File: src/sv/spc_pkg.sv
package spc_pkg;

  localparam int IDLE_TICKS     = 2000;
  localparam int INTEGRAL_LIMIT = 10000;
  localparam int TRIM_MAX       = 4094;
  localparam int COMPARE_MAX    = 4095;
  localparam int DRIFT_LIMIT    = 3;

  localparam int IDLE_W      = $clog2(IDLE_TICKS + 1);
  localparam int CFG_INDEX_W = 3;
  localparam int CFG_DATA_W  = 16;
  localparam int PID_W       = 36;

  localparam logic [CFG_INDEX_W-1:0] REG_GAIN_P           = 3'd0;
  localparam logic [CFG_INDEX_W-1:0] REG_GAIN_I           = 3'd1;
  localparam logic [CFG_INDEX_W-1:0] REG_GAIN_D           = 3'd2;
  localparam logic [CFG_INDEX_W-1:0] REG_SENSE_LIMIT      = 3'd3;
  localparam logic [CFG_INDEX_W-1:0] REG_INVERT_DIRECTION = 3'd4;
  localparam logic [CFG_INDEX_W-1:0] REG_FOLLOW_LIMIT     = 3'd5;

  typedef struct packed {
    logic [15:0] gain_p;
    logic [15:0] gain_i;
    logic [15:0] gain_d;
    logic [7:0]  sense_limit;
    logic        invert_direction;
    logic [7:0]  follow_limit;
  } cfg_t;

  // status that rides along with an item through the back part
  typedef struct packed {
    logic [11:0] trim;
    logic        fault;
    logic        power;
    logic        idle;
  } flags_t;

  typedef struct packed {
    logic signed [15:0] err;
    logic signed [16:0] deriv;
    logic signed [14:0] integral;
    flags_t             flags;
  } job_t;

endpackage

File: src/sv/spc_queue.sv
module spc_queue (
  input  logic          clk,
  input  logic          rst,
  input  logic          push,
  input  spc_pkg::job_t push_job,
  output logic          full,
  input  logic          pop,
  output logic          q_valid,
  output spc_pkg::job_t q_job
);

  spc_pkg::job_t entries [2];
  logic          wr_ptr;
  logic          rd_ptr;
  logic [1:0]    count;

  assign full    = (count == 2'd2);
  assign q_valid = (count != 2'd0);
  assign q_job   = entries[rd_ptr];

  always_ff @(posedge clk) begin
    if (push) begin
      entries[wr_ptr] <= push_job;
    end
  end

  always_ff @(posedge clk) begin
    if (rst) begin
      wr_ptr <= 1'b0;
      rd_ptr <= 1'b0;
      count  <= '0;
    end else begin
      if (push) begin
        wr_ptr <= !wr_ptr;
      end
      if (pop) begin
        rd_ptr <= !rd_ptr;
      end
      unique case ({push, pop})
        2'b10:   count <= count + 1'b1;
        2'b01:   count <= count - 1'b1;
        default: count <= count;
      endcase
    end
  end

endmodule

File: config.mk
export PLATFORM = sky130hd
export DESIGN_NAME = spc_queue
export DESIGN_NICKNAME = d
export VERILOG_FILES = /design/src/sv/spc_pkg.sv /design/src/sv/spc_queue.sv
export SDC_FILE = /design/constraint.sdc
export NUM_CORES = 1
export LEC_CHECK = 0
export ABC_CLOCK_PERIOD_IN_PS = 4100
export BUFFER_PORTS_ARGS = -buffer_cell sky130_fd_sc_hd__buf_4
export CAP_MARGIN = 20
export CORE_ASPECT_RATIO = 0.5
export CORE_UTILIZATION = 51
export DETAILED_ROUTE_END_ITERATION = 12
export GPL_ROUTABILITY_DRIVEN = 0
export PLACE_DENSITY = 0.78
export SLEW_MARGIN = 20
export SYNTH_ARGS = -nofsm -noshare
export SYNTH_HDL_FRONTEND = slang
export SYNTH_SLANG_ARGS = --single-unit
File: constraint.sdc
create_clock -name clk -period 4.1 [get_ports clk]
set_input_delay 0 -clock clk [delete_from_list [all_inputs] [get_ports clk]]
set_output_delay 0 -clock clk [all_outputs]
set_load 0.01 [all_outputs]
==> run summary <==
status -> complete, but fails checks
failing checks -> design-rule violations
Pleak -> 2.716 nW
# fillers -> 436
HPWL Detailed -> 5685 µm
wire per inst -> 19.01 µm
clock root cell -> clkbuf_16
register bit count reported by yosys -> 131
CORE AREA -> 8859 µm²
top post-synthesis cells by area -> edfxtp_1 (80%), mux2_2 (15%), dfxtp_1 (2.1%)
WP data arrival -> 2.37 ns
crit-path leading delay family -> flip-flops
share of layout cells above drive strength 1 -> 0.5158
Tightest Pin Transition -> 0.9452 ns
CP Capture Type -> output pin
ys async rst share -> 0
CTS H-tree depth -> 4
Main synth FF type -> edfxtp_1
Yosys top cell area share -> 0.7989
Met1 Routed Length -> 4220 µm
critical path's most frequent cell -> buf_4
ant diodes -> 0
initial antenna violation count -> 0
critical path class -> flip-flop to output pin
Crit-path slowest cell -> dfxtp_2
Resized Gates After CTS -> 0
Synth Area per Inst -> 21.72 µm²
Slew Limit Headroom -> 0.3684
PwrDens -> 493.9 nW/µm²
Final Setup Violations -> 0
buffer levels on the longest clock path -> 2
global-route wire length before repair -> 16320 µm
die area -> 9699 µm²
DR top layer -> met4
Startpoint Class -> flip-flop
RSZ-0062 raised after global routing -> false
Final Hold Fails -> 0
Tcrit/Tclk final -> 0.5772
First-pass DRT Iterations -> 9
Rows -> 24
port bufs -> 131
Synth Net Count -> 286
starting density of the core -> 0.5346
Routed Antenna Nets -> 0
wire length on met3 -> 547 µm
# DRC -> 11
synth cell count leaders -> edfxtp_1 (126), mux2_2 (63), buf_2 (7)
Post-synth EDFFs -> 126
FF+latch area -> 3885 µm²
yosys warns -> 0
required time worst endpoint -> 4.10 ns
MaxCap Viol Count -> 0
crit-path max cell delay -> 0.87 ns
die height -> 70.14 µm
top-count cell post-synth -> edfxtp_1
Die X -> 138.3 µm
post-synth cell types -> 15
met2 WL -> 5693 µm
vias post-DR -> 2786
largest net degree at the start of global routing -> 34
Clock Latency Late Sink -> 0.42 ns
grt ovf -> 0
gr usage total -> 0.2388
number of DRC markers in iteration 0 -> 169
Seq/Total Area, Yosys -> 0.8201
IO Pins -> 132
worst hold-check path type -> primary input to flip-flop
critical path fanouts, max -> 33
cell count after synthesis -> 218
fin crit period -> 2.366 ns
crit-path cells -> buf_4, mux2_2, buf_4
area of the multi-input gates -> 822.0 µm²
Slew Viols, Final -> 0
synthesized area -> 4736 µm²
f_max -> 422.6 MHz
Clock Sink Count -> 131
setup_tns -> 0 ns
clk_skew -> 0.006518 ns
buffers and inverters on the worst path -> 2
area delta synth->final -> 50.09%
biggest area consumer among synthesized cells -> edfxtp_1
final layout net count -> 499
routed wire length -> 10670 µm
Post-Route Utilization -> 0.8024
CTS tree -> built
maximum VDD drop -> 0.4059 mV
DR vias/cell -> 4.966
Reg clk slew, reported paths -> 0.06 ns
vias in the first global route -> 3040
CTS buffer count -> 17
[sequential cells by signal (all words and copies together) (netlist names), named ones only]
| signal | count |
|---|---|
| count | 2 |
| entries | 126 |
| wr_ptr | 1 |
| rd_ptr | 1 |
[kinds of logic after synthesis]
| logic type | Yosys count | share of synthesized area |
|---|---|---|
| xor gates and xnor gates | 4 | 0.007399 |
| AOI/OAI and AO/OA | 2 | 0.002112 |
| buffers and inverters | 8 | 0.008189 |
| DFF | 131 | 0.8201 |
| and+or+nand+nor | 9 | 0.009779 |
| adders and majority gates | 1 | 0.002642 |
| muxes | 63 | 0.1498 |
[final cells by class]
| cell class | instances | area share |
|---|---|---|
| clock buffers | 19 | 0.06090 |
| inverters | 1 | 0.0005281 |
| clock inverters | 13 | 0.01989 |
| well taps | 117 | 0.02059 |
| repair buffers | 201 | 0.2359 |
| flip-flops and latches | 131 | 0.5466 |
| multi-input cells | 79 | 0.1156 |
[per-stage QoR]
stage / hold slack [ns] / total power (W) / setup slack [ns] / std cells / cell area, µm²
final: 0.3086 / 0.003511 / 1.734 / 561 / 7108
after detailed placement: 0.1875 / 0.001991 / 2.081 / 462 / 5863
after CTS: 0.2967 / 0.003491 / 1.733 / 561 / 7108
after global routing: 0.2856 / 0.003614 / 1.606 / 561 / 7108
after floorplan: 0.06907 / 0.001792 / 0.6509 / 218 / 4736
after global placement: 0.1859 / 0.001974 / 2.163 / 462 / 5863
[timing repair]
item / CTS / global route
endpoints found under the hold margin: 131 / 0
hold buffers: 67 / 0
buffers inserted: 0 / 0
[per-layer routing]
metal  global-route usage  vias up
met2               0.4240       79
met5                    0        -
met4              0.09114        0
met3              0.08779       19
met1               0.2660     1404
li1                     -     1284
[cell usage in the layout, fill, tap and decap left out]
cell and count:
buf_4 134, dlygate4sd3_1 67, ha_1 1, or3_1 1
o21ai_0 1, clkinv_1 3, edfxtp_1 126, or2_2 1
clkbuf_1 2, clkinv_2 5, nor2_4 1, xor2_1 1
xnor2_1 3, dfxtp_1 4, and2b_2 1, bufinv_16 3
clkinvlp_4 2, and2_2 1, nor2_1 4, a21oi_1 1
clkbuf_16 17, mux2_2 63, inv_1 1, dfxtp_2 1
[power breakdown]
group | leakage, nW | internal (W) | switching (W)
Sequential | 1.22 | 0.00156 | 0.0000366
Combinational | 1.21 | 0.000246 | 0.000185
Clock | 0.279 | 0.000941 | 0.000538
[final timing paths]
check          startpoint             end  slack, ns  depth (start not counted)
max reg2reg        wr_ptr  entries[1][47]       2.09                          2
min reg2reg        rd_ptr          rd_ptr       0.52                          2
max             flip-flop       q_job[49]       1.73                          3
min          push_job[21]  entries[1][21]       0.31                          2
[worst reg2reg max path, stage by stage (launching register included)]
cell and delay, ns:
dfxtp_1 0.40, and2_2 0.70, buf_4 0.55
(Power assumes the default switching activity.)
