==> config.mk <==
export PLATFORM = sky130hd
export DESIGN_NAME = spc_front_flat
export DESIGN_NICKNAME = d
export VERILOG_FILES = /design/src/sv/spc_pkg.sv /design/src/sv/spc_ifs.sv /design/src/sv/spc_front.sv /design/src/flat_wrapper.sv
export SDC_FILE = /design/constraint.sdc
export NUM_CORES = 1
export LEC_CHECK = 0
export ABC_CLOCK_PERIOD_IN_PS = 15360
export BUFFER_PORTS_ARGS = -buffer_cell sky130_fd_sc_hd__buf_2
export CAP_MARGIN = 20
export CELL_PAD_IN_SITES_DETAIL_PLACEMENT = 0
export CELL_PAD_IN_SITES_GLOBAL_PLACEMENT = 1
export CORE_MARGIN = 2
export CORE_UTILIZATION = 44
export CTS_BUF_LIST = sky130_fd_sc_hd__clkbuf_4
export DETAILED_ROUTE_END_ITERATION = 8
export PLACE_DENSITY_LB_ADDON = 0.1
export REMOVE_ABC_BUFFERS = 1
export SETUP_SLACK_MARGIN = 0.05
export SLEW_MARGIN = 20
export SYNTH_ARGS = -nofsm -noshare
export SYNTH_HDL_FRONTEND = slang
export SYNTH_SLANG_ARGS = --single-unit
export TNS_END_PERCENT = 10
==> constraint.sdc <==
create_clock -name clk -period 15.36 [get_ports clk]
set_input_delay 0.768 -clock clk [delete_from_list [all_inputs] [get_ports clk]]
set_output_delay 0.768 -clock clk [all_outputs]
set_load 0.02 [all_outputs]
==> src/sv/spc_pkg.sv <==
package spc_pkg;

  localparam int IDLE_TICKS     = 2000;
  localparam int INTEGRAL_LIMIT = 10000;
  localparam int TRIM_MAX       = 4094;
  localparam int COMPARE_MAX    = 4095;
  localparam int DRIFT_LIMIT    = 3;

  localparam int IDLE_W      = $clog2(IDLE_TICKS + 1);
  localparam int CFG_INDEX_W = 3;
  localparam int CFG_DATA_W  = 16;
  localparam int PID_W       = 36;

  localparam logic [CFG_INDEX_W-1:0] REG_GAIN_P           = 3'd0;
  localparam logic [CFG_INDEX_W-1:0] REG_GAIN_I           = 3'd1;
  localparam logic [CFG_INDEX_W-1:0] REG_GAIN_D           = 3'd2;
  localparam logic [CFG_INDEX_W-1:0] REG_SENSE_LIMIT      = 3'd3;
  localparam logic [CFG_INDEX_W-1:0] REG_INVERT_DIRECTION = 3'd4;
  localparam logic [CFG_INDEX_W-1:0] REG_FOLLOW_LIMIT     = 3'd5;

  typedef struct packed {
    logic [15:0] gain_p;
    logic [15:0] gain_i;
    logic [15:0] gain_d;
    logic [7:0]  sense_limit;
    logic        invert_direction;
    logic [7:0]  follow_limit;
  } cfg_t;

  // status that rides along with an item through the back part
  typedef struct packed {
    logic [11:0] trim;
    logic        fault;
    logic        power;
    logic        idle;
  } flags_t;

  typedef struct packed {
    logic signed [15:0] err;
    logic signed [16:0] deriv;
    logic signed [14:0] integral;
    flags_t             flags;
  } job_t;

endpackage

==> src/sv/spc_ifs.sv <==
interface spc_cmd_if;
  logic        valid;
  logic        ready;
  logic [15:0] position_error;
  logic [11:0] current_sample;
  logic        driver_fault_n;
  logic        overcurrent_n;
  logic        reset_n;

  modport source (output valid, position_error, current_sample, driver_fault_n,
                  overcurrent_n, reset_n, input ready);
  modport sink (input valid, position_error, current_sample, driver_fault_n,
                overcurrent_n, reset_n, output ready);
endinterface


==> src/sv/spc_front.sv <==
module spc_front (
  input  logic          clk,
  input  logic          rst,
  input  spc_pkg::cfg_t cfg,
  spc_cmd_if.sink       cmd,
  input  logic          q_full,
  output logic          push,
  output spc_pkg::job_t job
);

  localparam logic signed [16:0] ISUM_MAX  = 17'(spc_pkg::INTEGRAL_LIMIT);
  localparam logic signed [16:0] ISUM_MIN  = -17'(spc_pkg::INTEGRAL_LIMIT);
  localparam logic signed [16:0] DRIFT_MAX = 17'(spc_pkg::DRIFT_LIMIT);
  localparam logic signed [16:0] DRIFT_MIN = -17'(spc_pkg::DRIFT_LIMIT);
  localparam logic signed [13:0] TRIM_TOP  = 14'(spc_pkg::TRIM_MAX);

  logic signed [15:0]          last_error;
  logic signed [14:0]          integral_sum;
  logic [11:0]                 current_trim;
  logic                        fault_latch;
  logic                        power_latch;
  logic [spc_pkg::IDLE_W-1:0]  idle_count;
  logic                        idle_armed;
  logic                        idle_flag;
  logic signed [15:0]          error_at_idle;

  logic                        fault_next;
  logic                        power_next;
  logic [spc_pkg::IDLE_W-1:0]  idle_count_next;
  logic                        idle_armed_next;
  logic                        idle_flag_next;
  logic signed [15:0]          error_at_idle_next;
  logic [11:0]                 trim_next;
  logic signed [14:0]          integral_next;

  logic signed [16:0] err17;
  logic signed [16:0] last17;
  logic signed [16:0] lim17;
  logic signed [16:0] drift;
  logic               overrun;
  logic signed [12:0] trim_delta;
  logic signed [12:0] trim_step;
  logic signed [13:0] trim_sum;
  logic signed [16:0] isum;

  assign cmd.ready = !q_full;
  assign push      = cmd.valid && !q_full;

  always_comb begin
    err17   = {cmd.position_error[15], cmd.position_error};
    last17  = {last_error[15], last_error};
    lim17   = {9'd0, cfg.follow_limit};
    overrun = (last17 > lim17) || (last17 < -lim17);

    fault_next         = fault_latch;
    power_next         = power_latch;
    idle_count_next    = idle_count;
    idle_armed_next    = idle_armed;
    idle_flag_next     = idle_flag;
    error_at_idle_next = error_at_idle;
    drift              = '0;

    // following-error test and idle timeout both look at the previous error
    priority if (overrun) begin
      fault_next = 1'b1;
    end else if (idle_count < spc_pkg::IDLE_W'(spc_pkg::IDLE_TICKS)) begin
      idle_count_next = idle_count + 1'b1;
      idle_armed_next = 1'b0;
      idle_flag_next  = 1'b0;
    end else begin
      if (!idle_armed) begin
        error_at_idle_next = last_error;
        idle_armed_next    = 1'b1;
        idle_flag_next     = 1'b1;
      end
      drift = {error_at_idle_next[15], error_at_idle_next} - last17;
      if (drift > DRIFT_MAX || drift < DRIFT_MIN) begin
        idle_count_next = '0;
      end
    end

    if (!cmd.driver_fault_n || !cmd.overcurrent_n) begin
      fault_next = 1'b1;
      power_next = 1'b0;
    end
    if (!cmd.reset_n) begin
      fault_next = 1'b1;
    end

    // current limiter: sample/2 millivolts against limit*4, step floored by 8
    trim_delta = $signed({2'b00, cmd.current_sample[11:1]})
               - $signed({3'b000, cfg.sense_limit, 2'b00});
    trim_step  = trim_delta >>> 3;
    trim_sum   = $signed({2'b00, current_trim}) + {trim_step[12], trim_step};
    if (trim_sum > TRIM_TOP) begin
      trim_next = 12'(spc_pkg::TRIM_MAX);
    end else if (trim_sum < 0) begin
      trim_next = '0;
    end else begin
      trim_next = trim_sum[11:0];
    end

    isum = {{2{integral_sum[14]}}, integral_sum} + (idle_flag_next ? 17'sd0 : err17);
    if (isum > ISUM_MAX) begin
      integral_next = ISUM_MAX[14:0];
    end else if (isum < ISUM_MIN) begin
      integral_next = ISUM_MIN[14:0];
    end else begin
      integral_next = isum[14:0];
    end

    job.err         = cmd.position_error;
    job.deriv       = err17 - last17;
    job.integral    = integral_next;
    job.flags.trim  = trim_next;
    job.flags.fault = fault_next;
    job.flags.power = power_next;
    job.flags.idle  = idle_flag_next;
  end

  always_ff @(posedge clk) begin
    if (rst) begin
      last_error    <= '0;
      integral_sum  <= '0;
      current_trim  <= '0;
      fault_latch   <= 1'b0;
      power_latch   <= 1'b1;
      idle_count    <= '0;
      idle_armed    <= 1'b0;
      idle_flag     <= 1'b0;
      error_at_idle <= '0;
    end else if (push) begin
      last_error    <= cmd.position_error;
      integral_sum  <= integral_next;
      current_trim  <= trim_next;
      fault_latch   <= fault_next;
      power_latch   <= power_next;
      idle_count    <= idle_count_next;
      idle_armed    <= idle_armed_next;
      idle_flag     <= idle_flag_next;
      error_at_idle <= error_at_idle_next;
    end
  end

endmodule

==> src/flat_wrapper.sv <==
// flat-port wrapper written by rule: the top's interface ports become plain ports
module spc_front_flat 
  (clk, rst, cfg, q_full, push, job, cmd_valid, cmd_position_error, cmd_current_sample, cmd_driver_fault_n, cmd_overcurrent_n, cmd_reset_n, cmd_ready);
  spc_cmd_if cmd_i ();
  input  logic clk;
  input  logic rst;
  input  spc_pkg::cfg_t cfg;
  input  logic q_full;
  output logic push;
  output spc_pkg::job_t job;
  input wire logic [$bits(cmd_i.valid)-1:0] cmd_valid;
  input wire logic [$bits(cmd_i.position_error)-1:0] cmd_position_error;
  input wire logic [$bits(cmd_i.current_sample)-1:0] cmd_current_sample;
  input wire logic [$bits(cmd_i.driver_fault_n)-1:0] cmd_driver_fault_n;
  input wire logic [$bits(cmd_i.overcurrent_n)-1:0] cmd_overcurrent_n;
  input wire logic [$bits(cmd_i.reset_n)-1:0] cmd_reset_n;
  output wire logic [$bits(cmd_i.ready)-1:0] cmd_ready;
  assign cmd_i.valid = cmd_valid;
  assign cmd_i.position_error = cmd_position_error;
  assign cmd_i.current_sample = cmd_current_sample;
  assign cmd_i.driver_fault_n = cmd_driver_fault_n;
  assign cmd_i.overcurrent_n = cmd_overcurrent_n;
  assign cmd_i.reset_n = cmd_reset_n;
  assign cmd_ready = cmd_i.ready;
  spc_front u_core (.clk(clk), .rst(rst), .cfg(cfg), .cmd(cmd_i), .q_full(q_full), .push(push), .job(job));
endmodule
==> summary.md <==
| Metric | Value |
|---|---|
| Global-route wire length before repair | `32600 um` |
| Async SR Flop Fraction | `0` |
| Commonest register cell after synthesis | `dfxtp_1` |
| Reg2reg path depth | `23` |
| Xor and xnor area share after synthesis | `0.0568` |
| Worst setup path class | `in2out` |
| Number of flops mapped to enable cells by yosys | `0` |
| Layout overhead on the synthesized area | `10.1%` |
| DR top layer | `met4` |
| Area of the multi-input gates | `5680 um2` |
| I/O pin count | `165` |
| FF+latch area | `1480 um2` |
| Hold Crit Class | `reg2reg` |
| Post-Layout Cell Count | `1359` |
| DP Cell Count | `1342` |
| Max_cap viols | `0` |
| Synth Area in Adders | `0.167` |
| Reg clk slew, reported paths | `0.15 ns` |
| Commonest non-fill, non-tap cell in the layout | `nand2_1` |
| Status | `finished, final reports clean` |
| Row Count | `48` |
| Crit path largest cell delay | `0.52 ns` |
| Skew-Pair Late Insertion Delay | `0.48 ns` |
| Hold path cells | `2` |
| Clk sinks | `74` |
| Initial Util | `0.448` |
| Tmin final | `7.72 ns` |
| Power Dens Cells | `89.7 nW/um2` |
| Wire length on met2 | `9050 um` |
| Die area | `18600 um2` |
| Post-DRT Antenna Nets | `0` |
| Slew @ Worst Pin | `0.715 ns` |
| Synth unique cells | `84` |
| Worst EP arrival | `6.95 ns` |
| Mux cell area share after synthesis | `0.00535` |
| Yosys warning total | `0` |
| Synth Area in Compound Gates | `0.242` |
| Largest net degree at the start of global routing | `52` |
| DRT Wirelength | `19800 um` |
| Critical Path Start Type | `input port` |
| Final Slew Violations | `0` |
| Largest family of logic cells by synthesized area | `simple AND/OR/NAND/NOR gates` |
| Share of cells above drive strength 1 | `0.152` |
| Mapped cell area | `7710 um2` |
| Antenna violations before repair | `1` |
| Die span in x | `136 um` |
| Cells after Synth | `1044` |
| Iteration-0 DRC count of the detailed router | `373` |
| Fmax | `0.130 GHz` |
| Synth Area in Simple Gates | `0.265` |
| Sequential fraction of the synthesis area | `0.192` |
| Root Buffer | `clkbuf_4` |
| Port Buf Inserts | `112` |
| Lkg Pwr | `3.81 nW` |
| Clk buf depth | `2` |
| Worst-path fanout max | `17` |
| Gp weighted congestion | `0.860` |
| Post-route DRC violation count | `0` |
| Fin crit share | `0.502` |
| Die height | `136 um` |
| Fillers | `1778` |
| Clock skew | `0.0193 ns` |
| Avg Inst Size Synth | `7.39 um2` |
| Global-route usage over all layers | `0.218` |
| H-Tree Depth | `3` |
| Setup tns final | `0 ns` |
| Slowest stage cell, crit path | `o21ai_1` |
| DR vias/cell | `5.43` |
| WL/cell | `14.6 um` |
| Most frequent cells in the layout | `nand2_1, buf_2, ha_1` |
| Drt first pass iters | `5` |
| Crit end category | `output pin` |
| Number of global-route vias before repair | `6644` |
| Post-cts sizing count | `0` |
| Met3 WL post-DR | `482 um` |
| Wire length on met1 | `10100 um` |
| Flops & latches, synth | `74` |
| Final Net Count | `1328` |
| Crit path required time | `14.59 ns` |
| Number of hold violations in the final report | `0` |
| CORE AREA | `17200 um2` |
| RSZ-0062 raised after global routing | `no` |
| # setup viols final | `0` |
| TritonCTS Buffers | `9` |
| Number of setup buffers added after CTS | `0` |
| Via count | `7375` |
| Detailed placement HPWL | `15700 um` |
| Maximum vdd drop | `0.0000524 V` |
| Hold Buf Count CTS | `0` |
| CTS tree | `built` |
| Rel. slew slack | `0.522` |
| Congestion Overflow GR | `0` |
## path summary, 6_finish.rpt
| check | start | end | slack, ns |
|---|---|---|---|
| max reg2reg | u_core.last_error[1] | u_core.integral_sum[3] | 9.42 |
| min reg2reg | u_core.power_latch | u_core.power_latch | 0.47 |
| max | cfg[3] | job[15] | 7.64 |
| min | u_core.power_latch | u_core.power_latch | 0.47 |
## worst max-delay path: cells and delay by family
family	cells	cell delay, ns
compound gates	12	2.62
simple gates	9	2.03
fa+ha+maj	3	0.90
buf+inv	4	0.59
## cell type report
| class | instances | share of cell area |
|---|---|---|
| Antenna cell | 1 | 0.000295 |
| Clock buffer | 9 | 0.00796 |
| Clock inverter | 7 | 0.00692 |
| Inverter | 76 | 0.0336 |
| Multi-Input combinational cell | 845 | 0.669 |
| Sequential cell | 74 | 0.174 |
| Tap cell | 225 | 0.0331 |
| Timing Repair Buffer | 122 | 0.0748 |
## synth_stat cells, types with 10 or more instances
cell type	instances	area, um2
nor2_1	84	315
nor3_1	52	260
xor2_1	18	158
and2_1	25	156
a21o_1	20	150
nand4_1	10	62.6
nand2_1	118	443
xnor2_1	32	280
nor4_1	11	68.8
a21oi_1	84	420
inv_1	76	285
buf_4	21	158
dfxtp_1	74	1480
o21ai_0	56	280
and3_1	10	62.6
clkbuf_1	20	75.1
or3_1	14	87.6
o21a_1	13	97.6
ha_1	95	1190
nand3_1	26	130
## per-layer routing
metal  GRT usage  vias to the layer above
met5           0                        -
met4      0.0602                        0
met1       0.309                     3339
met2       0.354                      109
li1            -                     3914
met3      0.0160                       13
## sequential cells by signal (all words and copies together) (netlist names)
signal and cells:
u_core.idle_flag 1, u_core.error_at_idle 16, u_core.integral_sum 15, u_core.fault_latch 1, u_core.idle_count 11, u_core.current_trim 12, u_core.power_latch 1, u_core.last_error 16
u_core.idle_armed 1
## metrics by stage
step                      setup slack, ns  cell area, um2   util  hold slack, ns  total power [mW]
after detailed placement             7.61            8360  0.485           0.454             0.643
after CTS                            7.59            8490  0.493           0.476             0.770
after global placement               7.67            8360  0.485           0.445             0.642
final                                7.64            8490  0.493           0.470             0.761
after floorplan                      8.66            7440      -           0.414             0.523
after global routing                 6.96            8490  0.493           0.496             0.825
## cells by family after synthesis
logic type	after synthesis
compound gates	280
simple gates	411
buf+inv	125
flops	74
fa+ha+maj	100
mux	4
xor+xnor	50
## where the power goes
group          switching [mW]  internal, mW  total [mW]
clock                  0.0870        0.0360       0.123
sequential            0.00813         0.203       0.211
combinational           0.265         0.163       0.428
No activity file was read; power rests on OpenSTA's default activity.
